<file path="src/sv/i2cbm_pkg.sv">
package i2cbm_pkg;

    localparam int QDEPTH = 2;
    localparam int QPTR_W = 1;
    localparam int QCNT_W = 2;

    localparam logic [15:0] PHASE_TICKS_RESET = 16'd1000;
    localparam logic [3:0]  DATA_BITS         = 4'd8;

    typedef enum logic [2:0] {
        CMD_IDLE  = 3'd0,
        CMD_START = 3'd1,
        CMD_STOP  = 3'd2,
        CMD_WRITE = 3'd3,
        CMD_READ  = 3'd4
    } cmd_t;

    typedef struct packed {
        logic [2:0] op;
        logic [7:0] tx_byte;
        logic       ack_to_send;
        logic       sda_in;
    } in_item_t;

    typedef struct packed {
        logic       scl_release;
        logic       sda_release;
        logic       ready_res;
        logic [7:0] rx_byte;
        logic       ack_seen;
        logic       done_res;
    } res_t;

    typedef struct packed {
        cmd_t       cmd;
        logic [7:0] tx_byte;
        logic       ack_to_send;
        logic       sda_in;
    } cmd_item_t;

    typedef struct packed {
        logic valid;
        logic take;
    } q_hs_t;

    function automatic logic [1:0] phases_in_step(input cmd_t cmd, input logic [3:0] bit_idx);
        logic [1:0] n;
        n = 2'd1;
        unique case (cmd)
            CMD_START: n = 2'd3;
            CMD_STOP:  n = 2'd2;
            CMD_WRITE: n = (bit_idx < DATA_BITS) ? 2'd3 : 2'd2;
            CMD_READ:  n = (bit_idx < DATA_BITS) ? 2'd2 :
                           ((bit_idx == DATA_BITS) ? 2'd3 : 2'd1);
            default:   n = 2'd1;
        endcase
        return n;
    endfunction

    function automatic logic [3:0] steps_in_command(input cmd_t cmd);
        logic [3:0] n;
        n = 4'd1;
        unique case (cmd)
            CMD_WRITE: n = 4'd9;
            CMD_READ:  n = 4'd10;
            default:   n = 4'd1;
        endcase
        return n;
    endfunction

    // write bit: data with scl high, scl low, then sda low
    function automatic logic [1:0] write_bit_lines(input logic [1:0] phase, input logic v);
        logic [1:0] l;
        if (phase == 2'd0)
        begin
            l = {1'b1, v};
        end
        else if (phase == 2'd1)
        begin
            l = {1'b0, v};
        end
        else
        begin
            l = 2'b00;
        end
        return l;
    endfunction

    // returns {scl, sda}
    function automatic logic [1:0] line_levels(input cmd_t cmd, input logic [1:0] phase,
                                               input logic [3:0] bit_idx, input logic msb,
                                               input logic ack_latch, input logic [1:0] cur);
        logic [1:0] l;
        l = cur;
        unique case (cmd)
            CMD_START: l = {(phase < 2'd2), (phase == 2'd0)};
            CMD_STOP:  l = {1'b1, (phase != 2'd0) ? 1'b1 : cur[0]};
            CMD_WRITE:
            begin
                if (bit_idx < DATA_BITS)
                begin
                    l = write_bit_lines(phase, msb);
                end
                else
                begin
                    l = {(phase == 2'd0), 1'b1};
                end
            end
            CMD_READ:
            begin
                if (bit_idx < DATA_BITS)
                begin
                    l = {(phase == 2'd0), 1'b1};
                end
                else if (bit_idx == DATA_BITS)
                begin
                    l = write_bit_lines(phase, !ack_latch);
                end
            end
            default:   l = cur;
        endcase
        return l;
    endfunction

endpackage

</file>
<file path="src/sv/i2cbm_front.sv">
module i2cbm_front (
    input  logic                  clk,
    input  logic                  rst_n,
    input  logic                  push,
    output logic                  full,
    input  i2cbm_pkg::in_item_t   item,
    output i2cbm_pkg::cmd_item_t  mid_item,
    input  logic                  mid_take,
    output logic                  mid_valid
);
    import i2cbm_pkg::*;

    cmd_item_t           q_reg [QDEPTH];
    logic [QPTR_W-1:0]   wr_ptr_reg, wr_ptr_next;
    logic [QPTR_W-1:0]   rd_ptr_reg, rd_ptr_next;
    logic [QCNT_W-1:0]   cnt_reg, cnt_next;
    cmd_item_t           decoded;
    logic                do_push;
    logic                do_pop;

    // unknown op codes act as no command
    always_comb
    begin
        decoded.tx_byte     = item.tx_byte;
        decoded.ack_to_send = item.ack_to_send;
        decoded.sda_in      = item.sda_in;
        unique case (item.op)
            CMD_START: decoded.cmd = CMD_START;
            CMD_STOP:  decoded.cmd = CMD_STOP;
            CMD_WRITE: decoded.cmd = CMD_WRITE;
            CMD_READ:  decoded.cmd = CMD_READ;
            default:   decoded.cmd = CMD_IDLE;
        endcase
    end

    assign full      = (cnt_reg == QCNT_W'(QDEPTH));
    assign mid_valid = (cnt_reg != '0);
    assign mid_item  = q_reg[rd_ptr_reg];
    assign do_push   = push && !full;
    assign do_pop    = mid_take && mid_valid;

    always_comb
    begin
        wr_ptr_next = do_push ? wr_ptr_reg + 1'b1 : wr_ptr_reg;
        rd_ptr_next = do_pop ? rd_ptr_reg + 1'b1 : rd_ptr_reg;
        cnt_next    = cnt_reg + QCNT_W'(do_push) - QCNT_W'(do_pop);
    end

    always_ff @(posedge clk or negedge rst_n)
    begin
        if (!rst_n)
        begin
            wr_ptr_reg <= '0;
            rd_ptr_reg <= '0;
            cnt_reg    <= '0;
        end
        else
        begin
            wr_ptr_reg <= wr_ptr_next;
            rd_ptr_reg <= rd_ptr_next;
            cnt_reg    <= cnt_next;
        end
    end

    always_ff @(posedge clk)
    begin
        if (do_push)
        begin
            q_reg[wr_ptr_reg] <= decoded;
        end
    end

endmodule

</file>
<file path="src/sv/i2cbm_seq.sv">
module i2cbm_seq (
    input  logic                  clk,
    input  logic                  rst_n,
    input  logic                  cfg_valid,
    output logic                  cfg_ready,
    input  logic [15:0]           cfg_data,
    input  i2cbm_pkg::cmd_item_t  mid_item,
    input  i2cbm_pkg::q_hs_t      mid_hs_in,
    output i2cbm_pkg::q_hs_t      out_hs,
    input  logic                  out_full,
    output i2cbm_pkg::res_t       res_item
);
    import i2cbm_pkg::*;

    cmd_t        cmd_reg, cmd_next;
    logic [15:0] phase_ticks_reg;
    logic [15:0] tick_reg, tick_next;
    logic [1:0]  phase_reg, phase_next;
    logic [3:0]  bit_reg, bit_next;
    logic [7:0]  shift_reg, shift_next;
    logic [1:0]  lines_reg, lines_next;
    logic        ack_flag_reg, ack_flag_next;
    logic [7:0]  rx_reg, rx_next;
    logic        ack_latch_reg, ack_latch_next;

    logic        step;
    logic [15:0] tick_inc;
    logic [15:0] limit;
    logic        phase_end;
    logic        finish;
    logic        done;
    logic [1:0]  ph_inc;
    logic [7:0]  shift_mid;
    cmd_t        run_cmd;

    assign cfg_ready    = 1'b1;
    assign step         = mid_hs_in.valid && !out_full;
    assign out_hs.valid = step;
    assign out_hs.take  = step;

    assign tick_inc  = tick_reg + 16'd1;
    assign limit     = (phase_ticks_reg == '0) ? 16'd1 : phase_ticks_reg;
    assign phase_end = tick_inc >= limit;

    // next state
    always_comb
    begin
        cmd_next = cmd_reg;
        unique case (cmd_reg)
            CMD_IDLE: cmd_next = mid_item.cmd;
            CMD_START, CMD_STOP, CMD_WRITE, CMD_READ:
            begin
                if (finish)
                begin
                    cmd_next = CMD_IDLE;
                end
            end
            default:  cmd_next = CMD_IDLE;
        endcase
    end

    // datapath
    always_comb
    begin
        tick_next      = tick_reg;
        phase_next     = phase_reg;
        bit_next       = bit_reg;
        shift_next     = shift_reg;
        lines_next     = lines_reg;
        ack_flag_next  = ack_flag_reg;
        rx_next        = rx_reg;
        ack_latch_next = ack_latch_reg;
        finish         = 1'b0;
        done           = 1'b0;
        ph_inc         = phase_reg + 2'd1;
        shift_mid      = shift_reg;
        run_cmd        = cmd_reg;

        if (cmd_reg == CMD_IDLE)
        begin
            if (mid_item.cmd != CMD_IDLE)
            begin
                run_cmd    = mid_item.cmd;
                tick_next  = '0;
                phase_next = '0;
                bit_next   = '0;
                if (mid_item.cmd == CMD_WRITE)
                begin
                    shift_next = mid_item.tx_byte;
                end
                if (mid_item.cmd == CMD_READ)
                begin
                    shift_next     = '0;
                    ack_latch_next = mid_item.ack_to_send;
                end
                lines_next = line_levels(run_cmd, 2'd0, 4'd0, shift_next[7],
                                         ack_latch_next, lines_reg);
            end
        end
        else
        begin
            tick_next = tick_inc;
            if (phase_end)
            begin
                tick_next = '0;
                if (phase_reg == 2'd0)
                begin
                    if (cmd_reg == CMD_WRITE && bit_reg == DATA_BITS)
                    begin
                        ack_flag_next = !mid_item.sda_in;
                    end
                    else if (cmd_reg == CMD_READ && bit_reg < DATA_BITS)
                    begin
                        shift_mid = {shift_reg[6:0], mid_item.sda_in};
                    end
                end
                shift_next = shift_mid;
                phase_next = ph_inc;
                if (ph_inc >= phases_in_step(cmd_reg, bit_reg))
                begin
                    phase_next = '0;
                    if (cmd_reg == CMD_WRITE && bit_reg < DATA_BITS)
                    begin
                        shift_next = {shift_mid[6:0], 1'b0};
                    end
                    bit_next = bit_reg + 4'd1;
                end
                if (bit_next >= steps_in_command(cmd_reg))
                begin
                    finish = 1'b1;
                    done   = 1'b1;
                    if (cmd_reg == CMD_READ)
                    begin
                        rx_next = shift_next;
                    end
                    bit_next   = '0;
                    phase_next = '0;
                end
                else
                begin
                    lines_next = line_levels(cmd_reg, phase_next, bit_next, shift_next[7],
                                             ack_latch_reg, lines_reg);
                end
            end
        end
    end

    always_comb
    begin
        res_item.scl_release = lines_reg[1];
        res_item.sda_release = lines_reg[0];
        res_item.ready_res   = (cmd_reg == CMD_IDLE);
        res_item.rx_byte     = rx_next;
        res_item.ack_seen    = ack_flag_next;
        res_item.done_res    = done;
    end

    always_ff @(posedge clk or negedge rst_n)
    begin
        if (!rst_n)
        begin
            phase_ticks_reg <= PHASE_TICKS_RESET;
        end
        else if (cfg_valid && cfg_ready)
        begin
            phase_ticks_reg <= cfg_data;
        end
    end

    always_ff @(posedge clk or negedge rst_n)
    begin
        if (!rst_n)
        begin
            cmd_reg       <= CMD_IDLE;
            tick_reg      <= '0;
            phase_reg     <= '0;
            bit_reg       <= '0;
            shift_reg     <= '0;
            lines_reg     <= 2'b11;
            ack_flag_reg  <= 1'b0;
            rx_reg        <= '0;
            ack_latch_reg <= 1'b0;
        end
        else if (step)
        begin
            cmd_reg       <= cmd_next;
            tick_reg      <= tick_next;
            phase_reg     <= phase_next;
            bit_reg       <= bit_next;
            shift_reg     <= shift_next;
            lines_reg     <= lines_next;
            ack_flag_reg  <= ack_flag_next;
            rx_reg        <= rx_next;
            ack_latch_reg <= ack_latch_next;
        end
    end

endmodule

</file>
<file path="src/sv/i2cbm_outq.sv">
module i2cbm_outq (
    input  logic              clk,
    input  logic              rst_n,
    input  i2cbm_pkg::q_hs_t  in_hs,
    output logic              in_full,
    input  i2cbm_pkg::res_t   in_item,
    output logic              empty,
    input  logic              pop,
    output i2cbm_pkg::res_t   res
);
    import i2cbm_pkg::*;

    res_t                q_reg [QDEPTH];
    logic [QPTR_W-1:0]   wr_ptr_reg, wr_ptr_next;
    logic [QPTR_W-1:0]   rd_ptr_reg, rd_ptr_next;
    logic [QCNT_W-1:0]   cnt_reg, cnt_next;
    logic                do_push;
    logic                do_pop;

    assign in_full = (cnt_reg == QCNT_W'(QDEPTH));
    assign empty   = (cnt_reg == '0);
    assign res     = q_reg[rd_ptr_reg];
    assign do_push = in_hs.valid && !in_full;
    assign do_pop  = pop && !empty;

    always_comb
    begin
        wr_ptr_next = do_push ? wr_ptr_reg + 1'b1 : wr_ptr_reg;
        rd_ptr_next = do_pop ? rd_ptr_reg + 1'b1 : rd_ptr_reg;
        cnt_next    = cnt_reg + QCNT_W'(do_push) - QCNT_W'(do_pop);
    end

    always_ff @(posedge clk or negedge rst_n)
    begin
        if (!rst_n)
        begin
            wr_ptr_reg <= '0;
            rd_ptr_reg <= '0;
            cnt_reg    <= '0;
        end
        else
        begin
            wr_ptr_reg <= wr_ptr_next;
            rd_ptr_reg <= rd_ptr_next;
            cnt_reg    <= cnt_next;
        end
    end

    always_ff @(posedge clk)
    begin
        if (do_push)
        begin
            q_reg[wr_ptr_reg] <= in_item;
        end
    end

endmodule

</file>
<file path="src/sv/i2c_bit_level_master.sv">
// path: a pushed word is written to the input queue, and its result to the result queue
// throughput: one word per cycle while the result queue has room, set by the phase counter step
// a full result queue stalls the sequencer; input queue holds two words
// reset (async, active low): queues empty, sequencer idle, lines released
// reset: phase_ticks returns to 1000
module i2c_bit_level_master (
    input  logic                 clk,
    input  logic                 rst_n,
    input  logic                 push,
    output logic                 full,
    input  i2cbm_pkg::in_item_t  cmd_word,
    output logic                 empty,
    input  logic                 pop,
    output i2cbm_pkg::res_t      res_word,
    input  logic                 cfg_valid,
    output logic                 cfg_ready,
    input  logic [15:0]          cfg_data
);
    import i2cbm_pkg::*;

    cmd_item_t mid_item;
    q_hs_t     mid_hs;
    q_hs_t     out_hs;
    logic      out_full;
    res_t      seq_res;

    i2cbm_front u_front (
        .clk       (clk),
        .rst_n     (rst_n),
        .push      (push),
        .full      (full),
        .item      (cmd_word),
        .mid_item  (mid_item),
        .mid_take  (out_hs.take),
        .mid_valid (mid_hs.valid)
    );

    assign mid_hs.take = out_hs.take;

    i2cbm_seq u_seq (
        .clk       (clk),
        .rst_n     (rst_n),
        .cfg_valid (cfg_valid),
        .cfg_ready (cfg_ready),
        .cfg_data  (cfg_data),
        .mid_item  (mid_item),
        .mid_hs_in (mid_hs),
        .out_hs    (out_hs),
        .out_full  (out_full),
        .res_item  (seq_res)
    );

    i2cbm_outq u_outq (
        .clk     (clk),
        .rst_n   (rst_n),
        .in_hs   (out_hs),
        .in_full (out_full),
        .in_item (seq_res),
        .empty   (empty),
        .pop     (pop),
        .res     (res_word)
    );

endmodule

</file>
<file path="config.mk">
export PLATFORM = sky130hd
export DESIGN_NAME = i2c_bit_level_master
export DESIGN_NICKNAME = d
export VERILOG_FILES = /design/src/sv/i2cbm_pkg.sv /design/src/sv/i2cbm_front.sv /design/src/sv/i2cbm_seq.sv /design/src/sv/i2cbm_outq.sv /design/src/sv/i2c_bit_level_master.sv
export SDC_FILE = /design/constraint.sdc
export NUM_CORES = 1
export LEC_CHECK = 0
export BUFFER_PORTS_ARGS = -buffer_cell sky130_fd_sc_hd__buf_4
export CAP_MARGIN = 20
export CORE_ASPECT_RATIO = 0.8
export CORE_MARGIN = 5
export CORE_UTILIZATION = 60
export CTS_CLUSTER_DIAMETER = 50
export DETAILED_ROUTE_END_ITERATION = 10
export PLACE_DENSITY = 0.8
export SETUP_SLACK_MARGIN = 0.3
export SLEW_MARGIN = 20
export SYNTH_ARGS = -nofsm -noshare
export SYNTH_HDL_FRONTEND = slang
export SYNTH_SLANG_ARGS = --single-unit
</file>
<file path="constraint.sdc">
create_clock -name clk -period 5.3 [get_ports clk]
set_input_delay 0.265 -clock clk [delete_from_list [all_inputs] [get_ports clk]]
set_output_delay 0.265 -clock clk [all_outputs]
set_load 0.02 [all_outputs]
</file>
# Word-level counts from Yosys, hierarchy flattened
# Memory sizes are Yosys's and may differ from the RTL's.
# Index checks and enable logic that the tools add are counted.
dict set report word_totals {
  latch_bits 0
  ff_bits 69
  ramBits 52
  mem_bits_ro 0
  memories 2
}
# memory words word_bits rd rd_ports_with_merged_regs wr line
set mem_list {}
lappend mem_list {u_front.q_reg 2 13 1 0 1 i2cbm_front.sv:13} ;# cmd_item_t q_reg [QDEPTH];
lappend mem_list {u_outq.q_reg 2 13 1 0 1 i2cbm_outq.sv:13} ;# res_t q_reg [QDEPTH];
dict set report op_classes {
  muxes 69
  magnitude_cmp 6
  add_sub_neg 11
  mul 0
  n_reduce_logical 32
  n_div 0
  n_bitwise 0
  eq_ne 26
  shift 0
}
# cell count
set op_table {}
lappend op_table {{$mux 8} 14}
lappend op_table {{$mux 16} 4}
lappend op_table {{$mux 2} 20}
lappend op_table {{$mux 4} 9}
lappend op_table {{$eq 3x2->1 const B} 6}
lappend op_table {{$add 16x1->16 const B} 1}
lappend op_table {{$ge 16x16->1} 1}
lappend op_table {{$logic_not 16->1} 1}
lappend op_table {{$pmux 2 s4} 2}
lappend op_table {{$mux 1} 15}
lappend op_table {{$pmux 3 s4} 1}
lappend op_table {{$eq 3x1->1 const B} 3}
lappend op_table {{$eq 3x3->1 const B} 3}
lappend op_table {{$reduce_and 9->1} 1}
lappend op_table {{$eq 4x4->1 const B} 2}
lappend op_table {{$logic_and 1x1->1} 8}
lappend op_table {{$lt 4x4->1 const B} 2}
lappend op_table {{$pmux 4 s2} 1}
lappend op_table {{$reduce_and 4->1} 2}
lappend op_table {{$reduce_and 7->1} 1}
lappend op_table {{$logic_not 2->1} 3}
lappend op_table {{$ne 3x3->1 const B} 2}
lappend op_table {{$pmux 2 s3} 1}
lappend op_table {{$pmux 3 s2} 1}
lappend op_table {{25 further kinds} 40}

# Logic depth before layout (Yosys ltp)
# Gate-level depths: netlist of the first run.
dict set report logic_depth {
  word_depth 19
  ltp_mapped 19
  mapped_depth_nobuf 18
}

# By module
# A second synthesis of the first run with hierarchy kept.
dict set report hier_totals {
  hier_cells 551
  hier_area_um2 6378.6
}
# module cells_per_inst area_per_inst_um2 instances
set by_module_without_submodules {}
lappend by_module_without_submodules {i2cbm_seq 432 4042.6 1}
lappend by_module_without_submodules {i2cbm_front 61 1197.4 1}
lappend by_module_without_submodules {i2cbm_outq 58 1138.6 1}

# Worst setup path before layout of the first run
# Ideal clock, no wire load.
dict set report synth_timing {
  kind {register to register}
  from {register u_seq.cmd_reg[0]}
  to {register u_seq.lines_reg[1]}
  required_ps 5215
  stages_incl_launch_ff 19
  setup_ps 85
  path_slack_ps 1500
  arrival_time_ps 3715
  cell_sequence {dfrtp_1 -> nor2_1 -> nand2_1 -> a21oi_1 -> nor2_1 -> ha_1 -> a21o_1 -> buf_2 -> nand2_1 -> a21boi_0 -> inv_1 -> ha_1 -> or3_2 -> a221oi_2 -> a311o_2 -> o311ai_1 -> o21a_1 -> a211oi_2 -> mux2_1}
}
dict set report synth_between {
  elab_chain_cells 16
  elab_cells_between_ends 39
  cone_classes {order compare: 4; eq/ne: 9; mux: 21; reduce/logical: 5}
}
# item line
set synth_lines {}
lappend synth_lines {{start, declared} i2cbm_seq.sv:15} ;# cmd_t cmd_reg, cmd_next;
lappend synth_lines {{start signal, assigned} i2cbm_seq.sv:186} ;# cmd_reg <= cmd_next;
lappend synth_lines {{parallel branches: the longest is 16 deep, another holds $lt 4x4->1} n/a}
lappend synth_lines {{end signal, assigned} i2cbm_seq.sv:191} ;# lines_reg <= lines_next;
lappend synth_lines {{end, declared} i2cbm_seq.sv:21} ;# logic [1:0] lines_reg, lines_next;
# Parallel ways; which one is timed is not known. The select of a mux whose other input is x is not followed.
# A chain may end at the register's enable or synchronous reset.

# Final worst setup path of the first run
dict set report layout_timing {
  from {register u_seq.cmd_reg[0]}
  to {register u_seq.rx_reg[6]}
}
dict set report layout_between {
  elab_chain_cells 12
  elab_cells_between_ends 28
  cone_classes {order compare: 2; eq/ne: 4; mux: 18; reduce/logical: 4}
}
# item line
set layout_lines {}
lappend layout_lines {{$eq 3x3->1, or another cell as far along} n/a}
lappend layout_lines {{$pmux 2 s4} i2cbm_pkg.sv:49} ;# unique case (cmd)
lappend layout_lines {{$mux 2} i2cbm_seq.sv:103} ;# if (phase_end)
lappend layout_lines {{$mux 2} i2cbm_seq.sv:79} ;# if (cmd_reg == CMD_IDLE)
lappend layout_lines {{$ge 2x2->1} i2cbm_seq.sv:119} ;# if (ph_inc >= phases_in_step(cmd_reg, bit_reg))
lappend layout_lines {{$mux 4} i2cbm_seq.sv:119}
lappend layout_lines {{$mux 4} i2cbm_seq.sv:103}
lappend layout_lines {{$mux 4} i2cbm_seq.sv:79}
lappend layout_lines {{$ge 4x4->1} i2cbm_seq.sv:128} ;# if (bit_next >= steps_in_command(cmd_reg))
lappend layout_lines {{$mux 8} i2cbm_seq.sv:128}
lappend layout_lines {{$mux 8} i2cbm_seq.sv:103}
lappend layout_lines {{$mux 8 (*)} i2cbm_seq.sv:79}
lappend layout_lines {{end signal, assigned} i2cbm_seq.sv:193} ;# rx_reg <= rx_next;
lappend layout_lines {{end, declared} i2cbm_seq.sv:23} ;# logic [7:0] rx_reg, rx_next;
# Mark *: on every way between the ends. The rest lies on a longest branch, timed or not. The select of a mux whose other input is x is not followed.

==> results of run 1 <==
## layer usage
metal | wire, um | GRT usage, % | up-vias
li1 | - | - | 2109
met1 | 6379 | 31.93 | 2162
met2 | 6209 | 35.59 | 171
met3 | 771 | 5.219 | 10
met4 | 136 | 7.666 | 0
met5 | 0 | 0 | -
## cells by family after synthesis
group                    share of synthesized area (%)
multiplexers                                     9.859
AO/OA/AOI/OAI                                    14.32
other                                          0.05969
flip-flops                                       52.50
adder cells (fa/ha/maj)                          5.776
XOR/XNOR                                         3.485
AND/OR/NAND/NOR                                  10.28
buffers and inverters                            3.724
## power groups by stage
stage / Clock (mW) / Combinational, mW / Sequential (mW)
finish: 1.11 / 1.96 / 1.49
global route: 1.18 / 2.14 / 1.52
CTS: 1.13 / 1.93 / 1.48
detailed placement: 0 / 1.92 / 1.50
global placement: 0 / 1.85 / 1.47
floorplan: 0 / 1.48 / 1.40
## worst max-delay path, stage by stage (launching register included)
cell and delay, ns:
dfrtp_1 0.46, nor2_1 0.30, nand2_1 0.25, a21oi_1 0.17, nor2_1 0.07, ha_1 0.34, a21o_1 0.30, nand2_1 0.10
a21boi_0 0.24, inv_1 0.07, ha_1 0.32, a2111oi_0 0.10, a311o_2 0.45, a211oi_2 0.38, buf_4 0.25, and2_2 0.30
mux2_1 0.36
## metrics by stage
step                      power [mW]  instance area (sq um)  hold slack [ns]
after floorplan                2.880                   6282         -0.03059
after global placement         3.322                   6734           0.4422
after detailed placement       3.414                   6734           0.4500
after CTS                      4.543                   7322          0.01491
after global routing           4.840                   7341          0.02048
final                          4.561                   7341         -0.03468
## Yosys cell counts (9+ instances only)
library cell	number	share of area [%]
dfrtp_1	61	24
edfxtp_1	52	25
nand2_1	47	2.8
mux2_2	38	6.8
inv_1	35	2.1
ha_1	29	5.8
o21ai_0	28	2.2
a21oi_1	27	2.2
nor2_1	26	1.6
xnor2_1	15	2.1
xor2_1	10	1.4
a22o_1	9	1.3
mux2_1	9	1.6
mux2i_1	9	1.4
## worst paths after layout
| path | end | from | cells after the start |
|---|---|---|---|
| hold reg to reg | u_seq.phase_reg[1] | u_seq.phase_reg[1] | 2 |
| setup / recovery | u_seq.rx_reg[6] | u_seq.cmd_reg[0] | 16 |
| setup reg to reg | u_seq.rx_reg[6] | u_seq.cmd_reg[0] | 16 |
| min in group clk | u_front.q_reg[1][7] | cmd_word[7] | 1 |
| max in group asynchronous | u_outq.cnt_reg[0] | rst_n | 1 |
| hold / removal | u_seq.phase_reg[0] | rst_n | 1 |
## cell type report
cell class              instances  area share (%)
well taps                     140           2.386
inverters                      36           1.841
clock inverters                10           1.108
clock buffers                  22           6.903
flip-flops and latches        121           44.93
repair buffers                 51           5.216
multi-input cells             370           37.62
## repair_timing
| action | 4_1_cts | 5_1_grt |
|---|---|---|
| resized for setup | 0 | 2 |
| endpoints found under the hold margin | 0 | 0 |
| setup endpoints to repair | 0 | 7 |
==> flow_summary.html, run 1 <==
<table>
<tr><th>Metric</th><th>Value</th></tr>
<tr><th colspan="2">Outcome</th></tr>
<tr><td>Outcome</td><td>finished with violations</td></tr>
<tr><td>Violations in the final reports</td><td>hold timing</td></tr>
<tr><th colspan="2">STA</th></tr>
<tr><td>Slew of the pin with the lowest slew margin</td><td>between 1 and 1.5 ns</td></tr>
<tr><td>Final worst path period need</td><td>between 4 and 5 ns</td></tr>
<tr><td>TNS Setup</td><td>0 ns</td></tr>
<tr><td>Final-report max-slew violation count</td><td>0</td></tr>
<tr><td>Number of hold-slack violations in the final timing report</td><td>21</td></tr>
<tr><td>Setup repair after global routing missed its margin</td><td>no</td></tr>
<tr><td># setup viols final</td><td>0</td></tr>
<tr><td>Worst slew margin relative to its limit</td><td>26.45%</td></tr>
<tr><td>Post-route setup slack</td><td>0.7124 ns</td></tr>
<tr><td>Highest clock rate</td><td>approximately 0.22 GHz</td></tr>
<tr><td>Final period utilization</td><td>between 80 and 90%</td></tr>
<tr><td>Largest clock skew in the final design</td><td>between 0.008 and 0.009 ns</td></tr>
<tr><td>Final hold slack</td><td>-0.03468 ns</td></tr>
<tr><th colspan="2">Clock tree</th></tr>
<tr><td>Number of hold buffers added after cts</td><td>0</td></tr>
<tr><td>Post-CTS setup repair buffer count</td><td>0</td></tr>
<tr><td>Num CTS Buffers</td><td>17</td></tr>
<tr><td>Worst-case clock buffer depth</td><td>2</td></tr>
<tr><td>H-tree Lvls</td><td>4</td></tr>
<tr><td>Clock tree from TritonCTS</td><td>done</td></tr>
<tr><td>Worst-path clk slew</td><td>0.06 ns</td></tr>
<tr><td>Total number of clock tree sinks</td><td>between 100 and 150</td></tr>
<tr><td>Latest clock arrival within the worst-skew pair</td><td>~0.41 ns</td></tr>
<tr><td>Root buffer cell</td><td>clkbuf_16</td></tr>
<tr><th colspan="2">Worst setup path</th></tr>
<tr><td>Startpoint type of the worst setup path</td><td>register</td></tr>
<tr><td>Data arrival time of the worst path</td><td>between 4 and 5 ns</td></tr>
<tr><td>Type of destination of the critical path</td><td>register</td></tr>
<tr><td>Required arrival time at the worst endpoint</td><td>around 5.6 ns</td></tr>
<tr><td>Largest fanout on the critical path</td><td>9</td></tr>
<tr><td>FF-to-FF setup slack</td><td>~0.7 ns</td></tr>
<tr><td>Critical Setup Path Class</td><td>reg -&gt; reg</td></tr>
<tr><th colspan="2">Placed design</th></tr>
<tr><td>Number of port buffers</td><td>48</td></tr>
<tr><td>Post-detailed-placement half-perimeter wirelength</td><td>approximately 9400 um</td></tr>
<tr><td>Placed cell count</td><td>~700</td></tr>
<tr><td>Pre-CTS setup slack</td><td>a little over 0.7 ns</td></tr>
<tr><td>Placer's final routability congestion estimate</td><td>0.8717</td></tr>
<tr><th colspan="2">Layout</th></tr>
<tr><td>Share of cells above drive strength 1</td><td>about a quarter</td></tr>
<tr><td>Most frequent cells in the layout</td><td>dfrtp_1, edfxtp_1, buf_4, nand2_1, mux2_2</td></tr>
<tr><td>Non-filler cells, final</td><td>750</td></tr>
<tr><td>Number of fill cells</td><td>725</td></tr>
<tr><td>Area occupied by multi-input gates</td><td>0.002761 sq mm</td></tr>
<tr><td>Area added between synthesis and finish</td><td>16.85%</td></tr>
<tr><td>Register Area</td><td>roughly 0.0033 sq mm</td></tr>
<tr><td>Post-layout nets</td><td>between 600 and 700</td></tr>
<tr><td>ANT cells</td><td>0</td></tr>
<tr><td>Most frequent standard cell in the layout excluding fill and tap cells</td><td>dfrtp_1</td></tr>
<tr><td>Final core occ</td><td>71.69%</td></tr>
<tr><th colspan="2">Yosys</th></tr>
<tr><td>Post-synthesis net count</td><td>around 610</td></tr>
<tr><td>Share of the yosys chip area belonging to registers</td><td>between 50% and 60%</td></tr>
<tr><td>Commonest register cell after synthesis</td><td>dfrtp_1</td></tr>
<tr><td>Syn. warnings</td><td>0</td></tr>
<tr><td>Count of mapped cells out of synthesis</td><td>between 500 and 600</td></tr>
<tr><td>Mean instance size in the synthesized netlist</td><td>about 12 sq um</td></tr>
<tr><td>Share of async-settable or async-resettable flops after synthesis</td><td>between 50 and 60%</td></tr>
<tr><td>Library cells used by synthesis</td><td>68</td></tr>
<tr><td>Count of flip-flops with a built-in enable after synthesis</td><td>52</td></tr>
<tr><td>Cell area after synthesis</td><td>between 0.006 and 0.007 sq mm</td></tr>
<tr><td>Post-synthesis register bit count</td><td>~120</td></tr>
<tr><th colspan="2">Routing</th></tr>
<tr><td>Iter 0 DRT Violations</td><td>just under 500</td></tr>
<tr><td>Remaining design rule violation count</td><td>0</td></tr>
<tr><td>Number of vias per cell after detailed routing</td><td>~5.9</td></tr>
<tr><td>Wirelength, routed</td><td>about 13000 um</td></tr>
<tr><td>Post-detailed-route count of antenna-violating nets</td><td>0</td></tr>
<tr><td>WL per Instance</td><td>roughly 18 um</td></tr>
<tr><td>Drt pass-1 iters</td><td>5</td></tr>
<tr><td>Via count</td><td>around 4500</td></tr>
<tr><th colspan="2">Power and ir drop</th></tr>
<tr><td>Switching part of the total power</td><td>between 30% and 40%</td></tr>
<tr><td>Leakage</td><td>~3.2 nW</td></tr>
<tr><td>Total power density per cell area</td><td>a little over 600 mW/mm^2</td></tr>
<tr><td>Switching power total</td><td>1.819 mW</td></tr>
<tr><td>Share of total power in the clock network</td><td>24.4%</td></tr>
<tr><td>Worst voltage drop across the vdd grid</td><td>between 0.0003 and 0.0004 V</td></tr>
<tr><td>Internal Pwr Total</td><td>between 2 and 3 mW</td></tr>
<tr><td>Share of power burned in registers</td><td>roughly a third</td></tr>
<tr><td>Fraction of power consumed by combinational cells</td><td>between 40% and 50%</td></tr>
<tr><th colspan="2">Floorplan</th></tr>
<tr><td>Count of pins on the block boundary</td><td>50</td></tr>
<tr><td>Starting density of the core</td><td>slightly above 60%</td></tr>
<tr><td>Floorplan die area</td><td>between 0.01 and 0.015 sq mm</td></tr>
<tr><td>Die X</td><td>roughly 120 um</td></tr>
<tr><td>Core area</td><td>a little over 0.01 sq mm</td></tr>
<tr><td>Floorplan die height</td><td>a little over 100 um</td></tr>
<tr><td>Number of placement rows</td><td>33</td></tr>
<tr><th colspan="2">Global route</th></tr>
<tr><td>Global-route usage over all layers</td><td>22.77%</td></tr>
<tr><td>Total congestion overflow</td><td>0</td></tr>
<tr><td>Wire length of the first global-routing pass</td><td>~23000 um</td></tr>
<tr><td>Number of antenna violations at the first check in global routing</td><td>0</td></tr>
<tr><td>Vias in the first global route</td><td>between 4000 and 5000</td></tr>
<tr><td>Largest net degree at the start of global routing</td><td>70</td></tr>
<tr><th colspan="2">Hold path</th></tr>
<tr><td>Worst hold path type</td><td>in -&gt; async</td></tr>
<tr><th colspan="2">Job</th></tr>
<tr><td>Max-cap check violation count</td><td>0</td></tr>
</table>
Note: power is estimated with default switching activity, not from simulation.
==> run 2: changes to the inputs <==
CORE_UTILIZATION = 64   (was 60)
PLACE_DENSITY = 0.84   (was 0.8)
clock period = 5.9 ns   (was 5.3 ns; I/O delays follow)
==> flow_summary.html, run 2 (synthesis results as in run 1) <==
<table>
<tr><th>Metric</th><th>Value</th></tr>
<tr><th colspan="2">STA</th></tr>
<tr><td>TNS Setup</td><td>0 ns (unchanged)</td></tr>
<tr><td>Highest clock rate</td><td>0.2186 GHz (was 0.2180 GHz)</td></tr>
<tr><td>Slew of the pin with the lowest slew margin</td><td>1.028 ns (was 1.096 ns)</td></tr>
<tr><td># setup viols final</td><td>0 (unchanged)</td></tr>
<tr><td>Final-report max-slew violation count</td><td>0 (unchanged)</td></tr>
<tr><td>Final hold slack</td><td>-0.00009781 ns (was -0.03468 ns)</td></tr>
<tr><td>Number of hold-slack violations in the final timing report</td><td>1 (was 21)</td></tr>
<tr><td>Largest clock skew in the final design</td><td>0.008792 ns (was 0.008037 ns)</td></tr>
<tr><td>Worst slew margin relative to its limit</td><td>30.98% (was 26.45%)</td></tr>
<tr><td>Post-route setup slack</td><td>1.325 ns (was 0.7124 ns)</td></tr>
<tr><td>Final worst path period need</td><td>4.575 ns (was 4.588 ns)</td></tr>
<tr><td>Final period utilization</td><td>77.54% (was 86.56%)</td></tr>
<tr><td>Setup repair after global routing missed its margin</td><td>no (unchanged)</td></tr>
<tr><th colspan="2">Clock tree</th></tr>
<tr><td>Number of resized instances in the post-cts repair step</td><td>0 (unchanged)</td></tr>
<tr><td>Post-CTS setup repair buffer count</td><td>0 (unchanged)</td></tr>
<tr><td>Clock tree from TritonCTS</td><td>done (unchanged)</td></tr>
<tr><td>H-tree Lvls</td><td>4 (unchanged)</td></tr>
<tr><td>Root buffer cell</td><td>clkbuf_16 (unchanged)</td></tr>
<tr><td>Latest clock arrival within the worst-skew pair</td><td>0.42 ns (was 0.41 ns)</td></tr>
<tr><td>Worst-path clk slew</td><td>0.06 ns (about the same)</td></tr>
<tr><td>Total number of clock tree sinks</td><td>121 (unchanged)</td></tr>
<tr><td>Number of hold buffers added after cts</td><td>0 (unchanged)</td></tr>
<tr><td>Worst-case clock buffer depth</td><td>2 (unchanged)</td></tr>
<tr><td>Num CTS Buffers</td><td>17 (unchanged)</td></tr>
<tr><th colspan="2">Routing</th></tr>
<tr><td>Drt pass-1 iters</td><td>5 (unchanged)</td></tr>
<tr><td>Via count</td><td>4456 (was 4452)</td></tr>
<tr><td>Number of vias per cell after detailed routing</td><td>6.121 (was 5.936)</td></tr>
<tr><td>WL per Instance</td><td>19.18 um (was 17.99 um)</td></tr>
<tr><td>Iter 0 DRT Violations</td><td>487 (unchanged)</td></tr>
<tr><td>Post-detailed-route count of antenna-violating nets</td><td>0 (unchanged)</td></tr>
<tr><td>Remaining design rule violation count</td><td>0 (unchanged)</td></tr>
<tr><td>Wirelength, routed</td><td>13960 um (was 13500 um)</td></tr>
<tr><th colspan="2">Floorplan</th></tr>
<tr><td>Floorplan die height</td><td>98.62 um (was 101.5 um)</td></tr>
<tr><td>Starting density of the core</td><td>65.38% (was 61.35%)</td></tr>
<tr><td>Die X</td><td>120.8 um (was 124.4 um)</td></tr>
<tr><td>Core area</td><td>0.009609 sq mm (was 0.01024 sq mm)</td></tr>
<tr><td>Count of pins on the block boundary</td><td>50 (unchanged)</td></tr>
<tr><td>Number of placement rows</td><td>32 (was 33)</td></tr>
<tr><td>Floorplan die area</td><td>0.01191 sq mm (was 0.01263 sq mm)</td></tr>
<tr><th colspan="2">Worst setup path</th></tr>
<tr><td>Data arrival time of the worst path</td><td>4.86 ns (was 4.88 ns)</td></tr>
<tr><td>Critical Setup Path Class</td><td>reg -&gt; reg (unchanged)</td></tr>
<tr><td>Number of buffers and inverters on the critical path</td><td>1 (was 2)</td></tr>
<tr><td>Largest fanout on the critical path</td><td>11 (was 9)</td></tr>
<tr><td>Family of cells with the greatest summed delay on the critical path</td><td>compound AO/OA/AOI/OAI gates (unchanged)</td></tr>
<tr><td>Max stage delay on crit path</td><td>0.55 ns (was 0.46 ns)</td></tr>
<tr><td>Worst path cell trace</td><td>nor2_1 &gt; nand2_1 &gt; a21oi_1 &gt; nor2_1 &gt; ha_1 &gt; a21oi_2 &gt; xnor2_1 &gt; ha_1 &gt; nand2b_1 &gt; a2111oi_0 &gt; a311o_2 &gt; a211oi_2 &gt; buf_4 &gt; and2_1 &gt; mux2_1 (was nor2_1 &gt; nand2_1 &gt; a21oi_1 &gt; nor2_1 &gt; ha_1 &gt; a21o_1 &gt; nand2_1 &gt; a21boi_0 &gt; inv_1 &gt; ha_1 &gt; a2111oi_0 &gt; a311o_2 &gt; a211oi_2 &gt; buf_4 &gt; and2_2 &gt; mux2_1)</td></tr>
<tr><td>Type of destination of the critical path</td><td>register (unchanged)</td></tr>
<tr><td>Crit path max-delay cell type</td><td>a21oi_2 (was dfrtp_1)</td></tr>
<tr><td>Startpoint type of the worst setup path</td><td>register (unchanged)</td></tr>
<tr><td>Required arrival time at the worst endpoint</td><td>6.19 ns (was 5.59 ns)</td></tr>
<tr><th colspan="2">Global route</th></tr>
<tr><td>Largest net degree at the start of global routing</td><td>70 (unchanged)</td></tr>
<tr><td>Global-route usage over all layers</td><td>25.32% (was 22.77%)</td></tr>
<tr><td>Total congestion overflow</td><td>0 (unchanged)</td></tr>
<tr><td>Wire length of the first global-routing pass</td><td>23520 um (was 22800 um)</td></tr>
<tr><td>Number of antenna violations at the first check in global routing</td><td>0 (unchanged)</td></tr>
<tr><td>Vias in the first global route</td><td>4580 (was 4457)</td></tr>
<tr><th colspan="2">Layout</th></tr>
<tr><td>ANT cells</td><td>0 (unchanged)</td></tr>
<tr><td>Area added between synthesis and finish</td><td>16.59% (was 16.85%)</td></tr>
<tr><td>Most frequent cells in the layout</td><td>dfrtp_1, edfxtp_1, buf_4, nand2_1, mux2_2 (unchanged)</td></tr>
<tr><td>Most frequent standard cell in the layout excluding fill and tap cells</td><td>dfrtp_1 (unchanged)</td></tr>
<tr><td>Final core occ</td><td>76.22% (was 71.69%)</td></tr>
<tr><td>Share of cells above drive strength 1</td><td>23.97% (was 24.26%)</td></tr>
<tr><td>Post-layout nets</td><td>659 (was 660)</td></tr>
<tr><th colspan="2">Power and ir drop</th></tr>
<tr><td>Total power</td><td>4.179 mW (was 4.561 mW)</td></tr>
<tr><td>Leakage</td><td>3.179 nW (was 3.181 nW)</td></tr>
<tr><td>Worst voltage drop across the vdd grid</td><td>0.0003602 V (was 0.0003371 V)</td></tr>
<tr><td>Total power density per cell area</td><td>570.5 mW/mm^2 (was 621.4 mW/mm^2)</td></tr>
<tr><th colspan="2">Placed design</th></tr>
<tr><td>Number of port buffers</td><td>48 (unchanged)</td></tr>
<tr><td>Placer's final routability congestion estimate</td><td>0.8406 (was 0.8717)</td></tr>
<tr><td>Post-detailed-placement half-perimeter wirelength</td><td>9545 um (was 9432 um)</td></tr>
<tr><td>Pre-CTS setup slack</td><td>1.378 ns (was 0.7046 ns)</td></tr>
<tr><th colspan="2">Hold path</th></tr>
<tr><td>Worst hold path type</td><td>in -&gt; async (unchanged)</td></tr>
<tr><th colspan="2">Outcome</th></tr>
<tr><td>Violations in the final reports</td><td>hold timing (unchanged)</td></tr>
<tr><td>Outcome</td><td>finished with violations (unchanged)</td></tr>
<tr><th colspan="2">Job</th></tr>
<tr><td>Max-cap check violation count</td><td>0 (unchanged)</td></tr>
</table>
-- run 2: cell count changes in the layout (fill, tap and decap cells not counted), moves of 2 or more --
cell       delta
bufinv_16     +3
clkbuf_16     -2
clkbuf_8      -2
clkinv_4      -2
inv_6         +4
-- run 2: per-layer routing --
metal | share of wire (%) | vias up | track usage, % | routed length, um
met5 | 0 | - | 0 | 0
met4 | 0.98 | 0 | 6.882 | 137
met3 | 5.4 | 12 | 5.737 | 749
met2 | 47 | 160 | 40.58 | 6603
met1 | 46 | 2172 | 35.22 | 6473
li1 | - | 2112 | - | -
-- run 2: worst paths after layout --
check | start | end | slack (ns) | depth (start not counted)
max | u_seq.cmd_reg[0] | u_seq.rx_reg[7] | 1.33 | 15
min | rst_n | u_seq.phase_ticks_reg[11] | -0.0001 | 1
max reg2reg | u_seq.cmd_reg[0] | u_seq.rx_reg[7] | 1.33 | 15
min reg2reg | u_seq.phase_reg[1] | u_seq.phase_reg[1] | 0.50 | 2
max in group asynchronous | rst_n | u_seq.rx_reg[0] | 5.31 | 1
min in group clk | cmd_word[9] | u_front.q_reg[0][9] | 0.06 | 1
-- run 2: cell type report --
cell class	count	area (sq um)
tap	119	148.9
clock buffer	17	425.4
inverter	36	135.1
multi-input combinational	370	2753
clock inverter	15	188.9
sequential	121	3298
timing repair buffer	50	375.4
fill	597	2285
-- run 2: where the power goes --
group / leakage (nW) / internal (mW) / switching (mW)
clock: 0.291 / 0.673 / 0.408
sequential: 1.37 / 1.15 / 0.188
combinational: 1.52 / 0.685 / 1.07
-- run 2: through the flow --
stage,area (sq um),std cells
global placement,6708,696
global route,7325,728
floorplan,6282,546
detailed placement,6708,696
finish,7325,728
CTS,7322,728
==> run 3: changes to the inputs <==
CORE_UTILIZATION = 60   (was 64)
PLACE_DENSITY = 0.8   (was 0.84)
clock period = 4.3 ns   (was 5.9 ns; I/O delays follow)
==> flow_summary.html, run 3 (synthesis results as in run 1) <==
<table>
<tr><th>Metric</th><th>Value</th></tr>
<tr><th colspan="2">Outcome</th></tr>
<tr><td>Outcome</td><td>finished, final reports clean (was finished with violations)</td></tr>
<tr><th colspan="2">Layout</th></tr>
<tr><td>Area occupied by multi-input gates</td><td>0.002834 sq mm (was 0.002753 sq mm)</td></tr>
<tr><td>Area added between synthesis and finish</td><td>21.05% (was 16.59%)</td></tr>
<tr><td>Register Area</td><td>0.003306 sq mm (was 0.003298 sq mm)</td></tr>
<tr><td>Number of fill cells</td><td>687 (was 597)</td></tr>
<tr><td>ANT cells</td><td>0 (unchanged)</td></tr>
<tr><td>Most frequent cells in the layout</td><td>buf_4, dfrtp_1, edfxtp_1, nand2_1, mux2_2 (was dfrtp_1, edfxtp_1, buf_4, nand2_1, mux2_2)</td></tr>
<tr><td>Area of all placed cells without fillers</td><td>0.007605 sq mm (was 0.007325 sq mm)</td></tr>
<tr><td>Most frequent standard cell in the layout excluding fill and tap cells</td><td>buf_4 (was dfrtp_1)</td></tr>
<tr><td>Post-layout nets</td><td>683 (was 659)</td></tr>
<tr><td>Share of cells above drive strength 1</td><td>27.80% (was 23.97%)</td></tr>
<tr><th colspan="2">Placed design</th></tr>
<tr><td>Number of port buffers</td><td>48 (unchanged)</td></tr>
<tr><td>Placed Instance Area</td><td>0.006802 sq mm (was 0.006708 sq mm)</td></tr>
<tr><td>Placer's final routability congestion estimate</td><td>0.8743 (was 0.8406)</td></tr>
<tr><td>Post-detailed-placement half-perimeter wirelength</td><td>9531 um (was 9545 um)</td></tr>
<tr><th colspan="2">Floorplan</th></tr>
<tr><td>Floorplan die height</td><td>101.5 um (was 98.62 um)</td></tr>
<tr><td>Count of pins on the block boundary</td><td>50 (unchanged)</td></tr>
<tr><td>Die X</td><td>124.4 um (was 120.8 um)</td></tr>
<tr><td>Core area</td><td>0.01024 sq mm (was 0.009609 sq mm)</td></tr>
<tr><td>Number of placement rows</td><td>33 (was 32)</td></tr>
<tr><td>Starting density of the core</td><td>61.35% (was 65.38%)</td></tr>
<tr><td>Floorplan die area</td><td>0.01263 sq mm (was 0.01191 sq mm)</td></tr>
<tr><th colspan="2">STA</th></tr>
<tr><td>Number of hold-slack violations in the final timing report</td><td>0 (was 1)</td></tr>
<tr><td>Final worst path period need</td><td>3.929 ns (was 4.575 ns)</td></tr>
<tr><td>Highest clock rate</td><td>0.2545 GHz (was 0.2186 GHz)</td></tr>
<tr><td># setup viols final</td><td>0 (unchanged)</td></tr>
<tr><td>Setup repair after global routing missed its margin</td><td>yes (was no)</td></tr>
<tr><td>Worst slew margin relative to its limit</td><td>39.56% (was 30.98%)</td></tr>
<tr><td>Largest clock skew in the final design</td><td>0.008102 ns (was 0.008792 ns)</td></tr>
<tr><td>TNS Setup</td><td>0 ns (unchanged)</td></tr>
<tr><td>Final period utilization</td><td>91.38% (was 77.54%)</td></tr>
<tr><td>Final-report max-slew violation count</td><td>0 (unchanged)</td></tr>
<tr><td>Slew of the pin with the lowest slew margin</td><td>0.9065 ns (was 1.028 ns)</td></tr>
<tr><th colspan="2">Worst setup path</th></tr>
<tr><td>Required arrival time at the worst endpoint</td><td>4.63 ns (was 6.19 ns)</td></tr>
<tr><td>Data arrival time of the worst path</td><td>4.26 ns (was 4.86 ns)</td></tr>
<tr><td>Largest fanout on the critical path</td><td>8 (was 11)</td></tr>
<tr><td>Critical Setup Path Class</td><td>reg -&gt; reg (unchanged)</td></tr>
<tr><td>Startpoint type of the worst setup path</td><td>register (unchanged)</td></tr>
<tr><td>Type of destination of the critical path</td><td>register (unchanged)</td></tr>
<tr><th colspan="2">Clock tree</th></tr>
<tr><td>Latest clock arrival within the worst-skew pair</td><td>0.41 ns (was 0.42 ns)</td></tr>
<tr><td>Worst-case clock buffer depth</td><td>2 (unchanged)</td></tr>
<tr><td>Root buffer cell</td><td>clkbuf_16 (unchanged)</td></tr>
<tr><td>H-tree Lvls</td><td>4 (unchanged)</td></tr>
<tr><td>Total number of clock tree sinks</td><td>121 (unchanged)</td></tr>
<tr><td>Clock tree from TritonCTS</td><td>done (unchanged)</td></tr>
<tr><td>Num CTS Buffers</td><td>17 (unchanged)</td></tr>
<tr><td>Worst-path clk slew</td><td>0.06 ns (about the same)</td></tr>
<tr><th colspan="2">Job</th></tr>
<tr><td>Max-cap check violation count</td><td>0 (unchanged)</td></tr>
<tr><th colspan="2">Global route</th></tr>
<tr><td>Vias in the first global route</td><td>4602 (was 4580)</td></tr>
<tr><td>Wire length of the first global-routing pass</td><td>23630 um (was 23520 um)</td></tr>
<tr><td>Global-route usage over all layers</td><td>23.92% (was 25.32%)</td></tr>
<tr><td>Total congestion overflow</td><td>0 (unchanged)</td></tr>
<tr><td>Number of antenna violations at the first check in global routing</td><td>0 (unchanged)</td></tr>
<tr><td>Largest net degree at the start of global routing</td><td>70 (unchanged)</td></tr>
<tr><th colspan="2">Power and ir drop</th></tr>
<tr><td>Share of power burned in registers</td><td>30.8% (was 32.1%)</td></tr>
<tr><td>Internal Pwr Total</td><td>3.614 mW (was 2.511 mW)</td></tr>
<tr><td>Total power density per cell area</td><td>786.0 mW/mm^2 (was 570.5 mW/mm^2)</td></tr>
<tr><td>Share of total power in the clock network</td><td>22.1% (was 25.9%)</td></tr>
<tr><td>Switching power total</td><td>2.363 mW (was 1.668 mW)</td></tr>
<tr><td>Leakage</td><td>3.269 nW (was 3.179 nW)</td></tr>
<tr><td>Fraction of power consumed by combinational cells</td><td>47.0% (was 42.0%)</td></tr>
<tr><td>Switching part of the total power</td><td>39.53% (was 39.91%)</td></tr>
<tr><td>Worst voltage drop across the vdd grid</td><td>0.0004474 V (was 0.0003602 V)</td></tr>
<tr><th colspan="2">Routing</th></tr>
<tr><td>Post-detailed-route count of antenna-violating nets</td><td>0 (unchanged)</td></tr>
<tr><td>Wirelength, routed</td><td>14140 um (was 13960 um)</td></tr>
<tr><td>Number of vias per cell after detailed routing</td><td>5.925 (was 6.121)</td></tr>
<tr><td>Drt pass-1 iters</td><td>4 (was 5)</td></tr>
<tr><td>Remaining design rule violation count</td><td>0 (unchanged)</td></tr>
<tr><td>Via count</td><td>4580 (was 4456)</td></tr>
<tr><td>Iter 0 DRT Violations</td><td>362 (was 487)</td></tr>
<tr><td>WL per Instance</td><td>18.29 um (was 19.18 um)</td></tr>
<tr><th colspan="2">Hold path</th></tr>
<tr><td>Worst hold path type</td><td>in -&gt; reg (was in -&gt; async)</td></tr>
</table>
## run 3: cell types whose count changed in the layout (fill, tap and decap cells not counted), sizes merged
| cell | change |
|---|---|
| buf | +13 |
| bufinv | -2 |
| clkinv | +6 |
| clkinvlp | +1 |
| dlygate4sd3 | +11 |
| inv | -5 |
## run 3: power groups by stage
stage	clock network (mW)	registers [mW]	logic [mW]
after floorplan	0	1.72	1.83
after global placement	0	1.82	2.46
after detailed placement	0	1.85	2.50
after CTS	1.33	1.83	2.54
after global routing	1.40	1.88	3.05
final	1.32	1.84	2.81
## run 3: metal layers
metal / wire, um / part of all wire [%] / global-route usage (%)
met1: 6423 / 45 / 32.53
met2: 6735 / 48 / 38.46
met3: 827 / 5.9 / 6.168
met4: 148 / 1.0 / 7.329
met5: 0 / 0 / 0
## run 3: timing repair
item                                    CTS  global route
endpoints found under the setup margin    1            38
endpoints found under the hold margin    81             0
buffers inserted                          0             4
pin swaps                                 0             2
hold buffers                             11             0
gates resized for setup                   1            23
## run 3: layout make-up
cell class                      instances  area share [%]
Inverter                               36           1.777
Tap cell                              140           2.303
Sequential cell                       121           43.47
Clock buffer                           17           5.594
Multi-Input combinational cell        370           37.27
Clock inverter                         15           1.711
Timing Repair Buffer                   74           7.881
## run 3: metrics by stage
step	power [mW]	setup slack, ns	utilization, %	hold WS, ns	std cells
6_report	5.977	0.3707	74.27	0.01127	773
5_1_grt	6.326	0.2662	74.27	0.01434	773
4_1_cts	5.700	0.3240	72.94	0.0004028	769
3_5_place_dp	4.343	0.3676	66.42	0.3941	726
3_3_place_gp	4.281	0.4447	66.42	0.3906	726
2_1_floorplan	3.550	0.5003	-	-0.08059	546
## run 3: final timing paths
kind / to / startpoint / slack (ns) / depth (start not counted)
setup / recovery: u_seq.lines_reg[1] / u_seq.cmd_reg[1] / 0.37 / 16
min in group asynchronous: u_seq.bit_reg[2] / rst_n / 0.48 / 2
hold reg to reg: u_seq.phase_reg[1] / u_seq.phase_reg[1] / 0.48 / 2
setup reg to reg: u_seq.lines_reg[1] / u_seq.cmd_reg[1] / 0.37 / 16
hold / removal: u_seq.phase_ticks_reg[8] / cfg_data[8] / 0.01 / 3
max in group asynchronous: u_seq.cmd_reg[1] / rst_n / 3.18 / 2
## run 3: worst max-delay path, cell delays in order (launching register included)
cell      delay [ns]
dfrtp_2         0.47
nor4b_4         0.33
a21oi_1         0.08
ha_1            0.29
nand2b_4        0.17
a21o_1          0.19
buf_4           0.17
a211oi_4        0.22
inv_1           0.07
ha_1            0.20
or3_2           0.42
a221oi_2        0.19
a311o_2         0.22
o311ai_1        0.12
o21a_1          0.16
a211oi_2        0.21
mux2_1          0.34
